$ cat src/hdl/b64d_pkg.sv
package b64d_pkg;

  localparam logic [7:0] PAD_CHAR   = 8'h3D;
  localparam logic [7:0] PLUS_CHAR  = 8'h2B;
  localparam logic [7:0] SLASH_CHAR = 8'h2F;
  localparam logic [1:0] LAST_POS   = 2'd3;

  // one decoded group, or one error marker, on its way to the serializer
  typedef struct packed {
    logic [7:0] b0;
    logic [7:0] b1;
    logic [7:0] b2;
    logic [1:0] cnt;
    logic       fin;
    logic       err;
  } rec_t;

endpackage

$ cat src/hdl/b64d_front.sv
module b64d_front (
  input  logic           clk,
  input  logic           rst_n,
  input  logic           in_tvalid,
  output logic           in_tready,
  input  logic [7:0]     in_tdata,   // [7:0] char_code
  input  logic           in_tlast,   // end_of_text
  input  logic           q_full,
  output logic           push,
  output b64d_pkg::rec_t push_rec
);
  import b64d_pkg::*;

  logic [5:0] sext_r [3];
  logic [5:0] sext_nxt [3];
  logic [5:0] s_upd [3];
  logic [1:0] pos_r, pos_nxt;
  logic [2:0] pad_r, pad_nxt, pad_new;
  logic       fail_r, fail_nxt;
  logic       accept;
  logic [5:0] val, last;
  logic       is_pad, is_bad;

  assign in_tready = !q_full;
  assign accept    = in_tvalid && in_tready;

  always_comb begin
    val    = 6'd0;
    is_pad = 1'b0;
    is_bad = 1'b0;
    if (in_tdata >= 8'h41 && in_tdata <= 8'h5A) begin
      val = 6'(in_tdata - 8'h41);
    end else if (in_tdata >= 8'h61 && in_tdata <= 8'h7A) begin
      val = 6'(in_tdata - 8'h47);
    end else if (in_tdata >= 8'h30 && in_tdata <= 8'h39) begin
      val = 6'(in_tdata + 8'd4);
    end else if (in_tdata == PLUS_CHAR) begin
      val = 6'd62;
    end else if (in_tdata == SLASH_CHAR) begin
      val = 6'd63;
    end else if (in_tdata == PAD_CHAR) begin
      is_pad = 1'b1;
    end else begin
      is_bad = 1'b1;
    end
  end

  always_comb begin
    pad_new = (is_pad && pad_r != 3'd7) ? pad_r + 3'd1 : pad_r;
    s_upd   = sext_r;
    if (pos_r != LAST_POS) s_upd[pos_r] = val;
    last = (pos_r == LAST_POS) ? val : 6'd0;

    push_rec.b0  = {s_upd[0], s_upd[1][5:4]};
    push_rec.b1  = {s_upd[1][3:0], s_upd[2][5:2]};
    push_rec.b2  = {s_upd[2][1:0], last};
    push_rec.cnt = (pad_new >= 3'd2) ? 2'd1 : (pad_new == 3'd1) ? 2'd2 : 2'd3;
    push_rec.fin = 1'b0;
    push_rec.err = 1'b0;

    push     = 1'b0;
    sext_nxt = sext_r;
    pos_nxt  = pos_r;
    pad_nxt  = pad_r;
    fail_nxt = fail_r;

    if (accept) begin
      if (!fail_r) begin
        if (is_bad) begin
          fail_nxt = 1'b1;
        end else if (pos_r == LAST_POS) begin
          push         = 1'b1;
          push_rec.fin = in_tlast;
          sext_nxt     = '{default: 6'd0};
          pos_nxt      = 2'd0;
          pad_nxt      = 3'd0;
        end else begin
          sext_nxt = s_upd;
          pos_nxt  = pos_r + 2'd1;
          pad_nxt  = pad_new;
          if (in_tlast) begin
            if (pad_new == 3'd0) begin
              fail_nxt = 1'b1;
            end else begin
              push         = 1'b1;
              push_rec.fin = 1'b1;
            end
          end
        end
      end
      if (in_tlast) begin
        if (fail_nxt) begin
          push         = 1'b1;
          push_rec.b0  = 8'd0;
          push_rec.cnt = 2'd1;
          push_rec.fin = 1'b1;
          push_rec.err = 1'b1;
        end
        sext_nxt = '{default: 6'd0};
        pos_nxt  = 2'd0;
        pad_nxt  = 3'd0;
        fail_nxt = 1'b0;
      end
    end
  end

  always_ff @(posedge clk) begin
    if (!rst_n) begin
      sext_r <= '{default: 6'd0};
      pos_r  <= 2'd0;
      pad_r  <= 3'd0;
      fail_r <= 1'b0;
    end else begin
      sext_r <= sext_nxt;
      pos_r  <= pos_nxt;
      pad_r  <= pad_nxt;
      fail_r <= fail_nxt;
    end
  end

endmodule

$ cat src/hdl/b64d_queue.sv
module b64d_queue #(
  parameter int DEPTH = 4
) (
  input  logic           clk,
  input  logic           rst_n,
  input  logic           push,
  input  b64d_pkg::rec_t push_rec,
  input  logic           pop,
  output b64d_pkg::rec_t head,
  output logic           not_empty,
  output logic           full
);
  import b64d_pkg::*;

  localparam int AW = (DEPTH > 1) ? $clog2(DEPTH) : 1;
  localparam int CW = $clog2(DEPTH + 1);
  localparam logic [AW-1:0] LAST_IDX = AW'(DEPTH - 1);
  localparam logic [CW-1:0] FULL_CNT = CW'(DEPTH);

  rec_t          slot_r [DEPTH];
  logic [AW-1:0] wp_r, wp_nxt, rp_r, rp_nxt;
  logic [CW-1:0] cnt_r, cnt_nxt;
  logic          do_push, do_pop;

  assign not_empty = (cnt_r != '0);
  assign full      = (cnt_r == FULL_CNT);
  assign head      = slot_r[rp_r];
  assign do_push   = push && !full;
  assign do_pop    = pop && not_empty;

  always_comb begin
    wp_nxt  = wp_r;
    rp_nxt  = rp_r;
    cnt_nxt = cnt_r;
    if (do_push) wp_nxt = (wp_r == LAST_IDX) ? '0 : wp_r + AW'(1);
    if (do_pop)  rp_nxt = (rp_r == LAST_IDX) ? '0 : rp_r + AW'(1);
    if (do_push && !do_pop) cnt_nxt = cnt_r + CW'(1);
    if (!do_push && do_pop) cnt_nxt = cnt_r - CW'(1);
  end

  always_ff @(posedge clk) begin
    if (!rst_n) begin
      wp_r  <= '0;
      rp_r  <= '0;
      cnt_r <= '0;
    end else begin
      wp_r  <= wp_nxt;
      rp_r  <= rp_nxt;
      cnt_r <= cnt_nxt;
    end
  end

  always_ff @(posedge clk) begin
    if (do_push) slot_r[wp_r] <= push_rec;
  end

endmodule

$ cat src/hdl/b64d_back.sv
module b64d_back (
  input  logic           clk,
  input  logic           rst_n,
  input  b64d_pkg::rec_t head,
  input  logic           head_valid,
  output logic           pop,
  output logic           out_tvalid,
  input  logic           out_tready,
  output logic [7:0]     out_tdata,  // [7:0] out_byte
  output logic           out_tlast,  // final_byte
  output logic           out_tuser   // decode_error
);
  import b64d_pkg::*;

  logic [1:0] idx_r, idx_nxt;
  logic       at_end;

  assign at_end     = (idx_r == head.cnt - 2'd1);
  assign out_tvalid = head_valid;
  assign out_tlast  = head.fin && at_end;
  assign out_tuser  = head.err;
  assign pop        = out_tvalid && out_tready && at_end;

  always_comb begin
    case (idx_r)
      2'd0:    out_tdata = head.b0;
      2'd1:    out_tdata = head.b1;
      default: out_tdata = head.b2;
    endcase
    idx_nxt = idx_r;
    if (out_tvalid && out_tready) idx_nxt = at_end ? 2'd0 : idx_r + 2'd1;
  end

  always_ff @(posedge clk) begin
    if (!rst_n) begin
      idx_r <= 2'd0;
    end else begin
      idx_r <= idx_nxt;
    end
  end

endmodule

$ cat src/hdl/base64_stream_decoder.sv
// Base64 stream decoder: one character beat per cycle enters on in_*, with
// in_tlast on the final character of a message. The front end decodes each
// group of four characters and writes one record (up to three bytes) into a
// QUEUE_DEPTH-entry queue; the back end sends one byte per cycle on out_*
// while a record is queued and out_tready is high. in_tready drops only
// while the queue is full. A malformed message ends with one beat with
// out_tuser set, out_tdata zero and out_tlast set; bytes already sent for
// that message are to be discarded.
module base64_stream_decoder #(
  parameter int QUEUE_DEPTH = 4
) (
  input  logic       clk,
  input  logic       rst_n,
  input  logic       in_tvalid,
  output logic       in_tready,
  input  logic [7:0] in_tdata,   // [7:0] char_code
  input  logic       in_tlast,   // end_of_text
  output logic       out_tvalid,
  input  logic       out_tready,
  output logic [7:0] out_tdata,  // [7:0] out_byte
  output logic       out_tlast,  // final_byte
  output logic       out_tuser   // decode_error
);
  import b64d_pkg::*;

  rec_t push_rec, head;
  logic push, pop, q_full, q_valid;

  b64d_front u_front (
    .clk       (clk),
    .rst_n     (rst_n),
    .in_tvalid (in_tvalid),
    .in_tready (in_tready),
    .in_tdata  (in_tdata),
    .in_tlast  (in_tlast),
    .q_full    (q_full),
    .push      (push),
    .push_rec  (push_rec)
  );

  b64d_queue #(.DEPTH(QUEUE_DEPTH)) u_queue (
    .clk       (clk),
    .rst_n     (rst_n),
    .push      (push),
    .push_rec  (push_rec),
    .pop       (pop),
    .head      (head),
    .not_empty (q_valid),
    .full      (q_full)
  );

  b64d_back u_back (
    .clk        (clk),
    .rst_n      (rst_n),
    .head       (head),
    .head_valid (q_valid),
    .pop        (pop),
    .out_tvalid (out_tvalid),
    .out_tready (out_tready),
    .out_tdata  (out_tdata),
    .out_tlast  (out_tlast),
    .out_tuser  (out_tuser)
  );

  a_err_is_last: assert property (@(posedge clk) disable iff (!rst_n)
    out_tvalid && out_tuser |-> out_tlast && out_tdata == 8'd0)
    else $error("error beat not final or nonzero");

  a_full_has_data: assert property (@(posedge clk) disable iff (!rst_n)
    !in_tready |-> out_tvalid)
    else $error("queue full but no output beat");

  a_reset_empty: assert property (@(posedge clk)
    !rst_n |=> !out_tvalid && in_tready)
    else $error("queue not empty after reset");

  a_no_push_full: assert property (@(posedge clk) disable iff (!rst_n)
    push |-> !q_full)
    else $error("record pushed into full queue");

endmodule

$ cat config.mk
export PLATFORM = sky130hd
export DESIGN_NAME = base64_stream_decoder
export DESIGN_NICKNAME = d
export VERILOG_FILES = /design/src/hdl/b64d_pkg.sv /design/src/hdl/b64d_front.sv /design/src/hdl/b64d_queue.sv /design/src/hdl/b64d_back.sv /design/src/hdl/base64_stream_decoder.sv
export SDC_FILE = /design/constraint.sdc
export NUM_CORES = 1
export LEC_CHECK = 0
export ABC_AREA = 1
export BUFFER_PORTS_ARGS = -buffer_cell sky130_fd_sc_hd__buf_2
export CORE_ASPECT_RATIO = 1.1
export CORE_MARGIN = 5
export CORE_UTILIZATION = 60
export CTS_BUF_LIST = sky130_fd_sc_hd__clkbuf_8
export CTS_CLUSTER_SIZE = 25
export DETAILED_ROUTE_END_ITERATION = 16
export PLACE_DENSITY = 0.77
export SLEW_MARGIN = 20
export SYNTH_ARGS = -nofsm -noshare
export SYNTH_HDL_FRONTEND = slang
export SYNTH_HIERARCHICAL = 1
export SYNTH_SLANG_ARGS = --single-unit
export TNS_END_PERCENT = 100
$ cat constraint.sdc
create_clock -name clk -period 3.8 [get_ports clk]
set_input_delay 0.38 -clock clk [delete_from_list [all_inputs] [get_ports clk]]
set_output_delay 0.38 -clock clk [all_outputs]
set_load 0.01 [all_outputs]
==> run metrics <==
status=finished, final reports clean; HPWL Detailed=11.0 mm; r2r worst-path depth=13; CP endpoint kind=flip-flop; Min Clock Period, post-route=3340 ps; register area=4060 um^2; Most used DFF post-synth=edfxtp_1; Synth Area per Inst=9.32 um^2; I/O Pins=25; synthesized instance count=794; clock tree buffer depth=2; die outline height=126 um; Hold Path End=u_queue/cnt_r[2]; Top cell by count, worst path=inv_1; Worst-path clk slew=80 ps; core box area=12100 um^2; CP bufs+invs=4; area grow syn2layout=7.62%; Mapped Nets=831; Gates resized, CTS repair=0; asr flop ratio synth=0%; Post-Place Cell Area=7560 um^2; final instance area=7970 um^2; DR iter-0 viols=430; WP data required=4170 ps; layout cells sized above 1=14.4%; Rel. slew slack=39.6%; CTS tree=yes; hold crit path type=in2reg; first-pass GRT wire length=26.1 mm; WL final=16.0 mm; min-delay src=rst_n; Synth Area in Simple Gates=22.4%; remaining antenna violation count after routing=0; Root Buffer=clkbuf_8; synthesis-stage register bit count=147; Setup Skew=11.1 ps; crit path DAT=3710 ps; Final nets=851; CP max FO=15; Hold Buf Count CTS=0; final worst slack=460 ps; Post-CTS Setup Bufs=0; XOR/XNOR share of the synthesized area=0.710%; Final Setup Violations=0; GRT Util Overall=22.7%; max incr delay on CP=690 ps; cts bufs inserted=17; row count=42; worst r2r dst=u_queue/cnt_r[1]; Worst Tran Pin Value=902 ps; number of flops mapped to enable cells by yosys=112; fill count=1024; Final Hold Viols=0; max-cap violations=0; largest family of logic cells by synthesized area=simple AND/OR/NAND/NOR gates; Hold Path Depth=3; highest clock rate=0.299 GHz; crit start category=flip-flop; via count=5428; WHS=273 ps; CP Class=reg2reg; crit-path leading delay family=simple AND/OR/NAND/NOR gates; Crit-path slowest cell=nor2_1; Post-Place Worst Slack=486 ps; gp weighted congestion=0.919; vias per inst=5.53; P_leak=3.24 nW; fin. max-slew vios=0; Critical R2R Launch=u_queue/cnt_r[1]; adder-cell share of the synthesized area=4.16%; commonest non-fill, non-tap cell in the layout=nand2_1; crit-path cells=nor2_1 > nand2_1 > inv_1 > inv_1 > nand2_1 > nor2_1 > inv_1 > a21oi_1 > nand2_2 > ha_1 > inv_1 > fa_1 > a21oi_1; crit share post-route=87.9%; H-tree Lvls=4; worst skew pair latency=440 ps; initial antenna violation count=0; synth unique cells=40; 1st-pass router iterations=5; sum of negative setup slack=0 ps; Seq/Total Area, Yosys=54.9%; Pwr per Cell Area=429 nW/um^2; drt wl/cell=16.3 um; post-synthesis compound-gate area fraction=10.5%; die area=14700 um^2; Syn Std Cell Area=7400 um^2; grt ovf=0; RSZ-0062 raised after global routing=false; FF-to-FF setup slack=460 ps; Die X=116 um; vias in the first global route=5333; DRC violations left=0; mux share of post-synthesis cell area=0%; most frequent cells in the layout=nand2_1, nor2_1, edfxtp_1; VDD IR max=0.251 mV; PortBufs=24; yosys warns=6; largest net degree at the start of global routing=53; n_diodes=0; CTS sink count=147; Multi-input gate area=2810 um^2; Starting Density=61.2%
## per-stage QoR
step	power, mW	cells	util (%)
2_1_floorplan	2.12	794	-
3_3_place_gp	2.23	949	62.6
3_5_place_dp	2.25	949	62.6
4_1_cts	3.44	981	65.9
5_1_grt	3.57	981	65.9
6_report	3.42	981	65.9
## worst max-delay path by stage
| stage | from | endpoint | slack (ps) | cells past startpoint |
|---|---|---|---|---|
| 4_1_cts | u_queue/cnt_r[1] | u_queue/cnt_r[1] | 470 | 13 |
| 2_1_floorplan | in_tdata[2] | u_queue/slot_r[3][0] | 290 | 13 |
| 3_5_place_dp | u_queue/cnt_r[1] | u_queue/cnt_r[1] | 490 | 13 |
| 3_3_place_gp | in_tdata[2] | u_queue/cnt_r[2] | 700 | 20 |
| 5_1_grt | u_queue/cnt_r[1] | u_queue/cnt_r[2] | 140 | 18 |
| 6_report | u_queue/cnt_r[1] | u_queue/cnt_r[1] | 460 | 13 |
## cells in the mapped netlist (2+ instances only)
cell type  instances  area, um^2
o21ai_1           16        80.1
xor2_1             5        43.8
nand2_2            7        43.8
clkinv_1           4        15.0
ha_1              23         288
inv_2              7        26.3
o21ai_0           50         250
a21boi_1           2        15.0
nand2_1          146         548
nor2_1           129         484
nand2_4            6        67.6
inv_1             72         270
o22ai_1           28         175
nor2_4             4        45.0
edfxtp_1         112        3360
clkbuf_1          10        37.5
nand4_1            5        31.3
buf_4              4        30.0
nand3_2            6        60.1
nand3_4            3        52.6
a22oi_1            8        60.1
a21oi_1           27         135
dfxtp_1           35         701
nor2_2            12        75.1
a21oi_2            3        26.3
buf_2              7        35.0
nand3_1           41         205
o21ai_2            2        17.5
buf_6              9         101
## routing by layer
layer	part of all wire [%]	global-route usage (%)	vias to the layer above
met5	0	0	-
met4	1.6	6.69	0
met3	6.1	4.91	20
met2	52	39.1	175
met1	40	28.8	2527
li1	-	-	2706
## power breakdown
group          switching [mW]  total, mW  internal (mW)
logic                   0.299      0.426          0.127
registers              0.0150       1.79           1.77
clock network           0.567       1.21          0.641
## flip-flops by register name (all words and copies together) (netlist names), named ones only
register	count
u_front/sext_r	18
u_queue/rp_r	2
u_front/pad_r	3
u_back/idx_r	2
u_front/pos_r	2
u_queue/slot_r	112
u_queue/wp_r	2
u_queue/cnt_r	3
u_front/fail_r	1
## worst register-to-register path: cells and delay by family (launching register included)
kind	cells	cell delay, ps
and+or+nand+nor	5	1120
DFF	1	360
adders and majority gates	2	710
buffers and inverters	4	650
AOI/OAI and AO/OA	2	450
## kinds of logic after synthesis
| family | after synthesis |
|---|---|
| buffers and inverters | 115 |
| XOR/XNOR | 6 |
| flip-flops | 147 |
| adder cells (fa/ha/maj) | 24 |
| AO/OA/AOI/OAI | 139 |
| AND/OR/NAND/NOR | 363 |
## cell type report
cell class	instances	area share (%)
inverters	84	3.99
multi-input cells	532	35.3
repair buffers	32	2.26
flip-flops and latches	147	51.0
well taps	154	2.42
clock buffers	17	2.94
clock inverters	15	2.09
(Power assumes the default switching activity.)
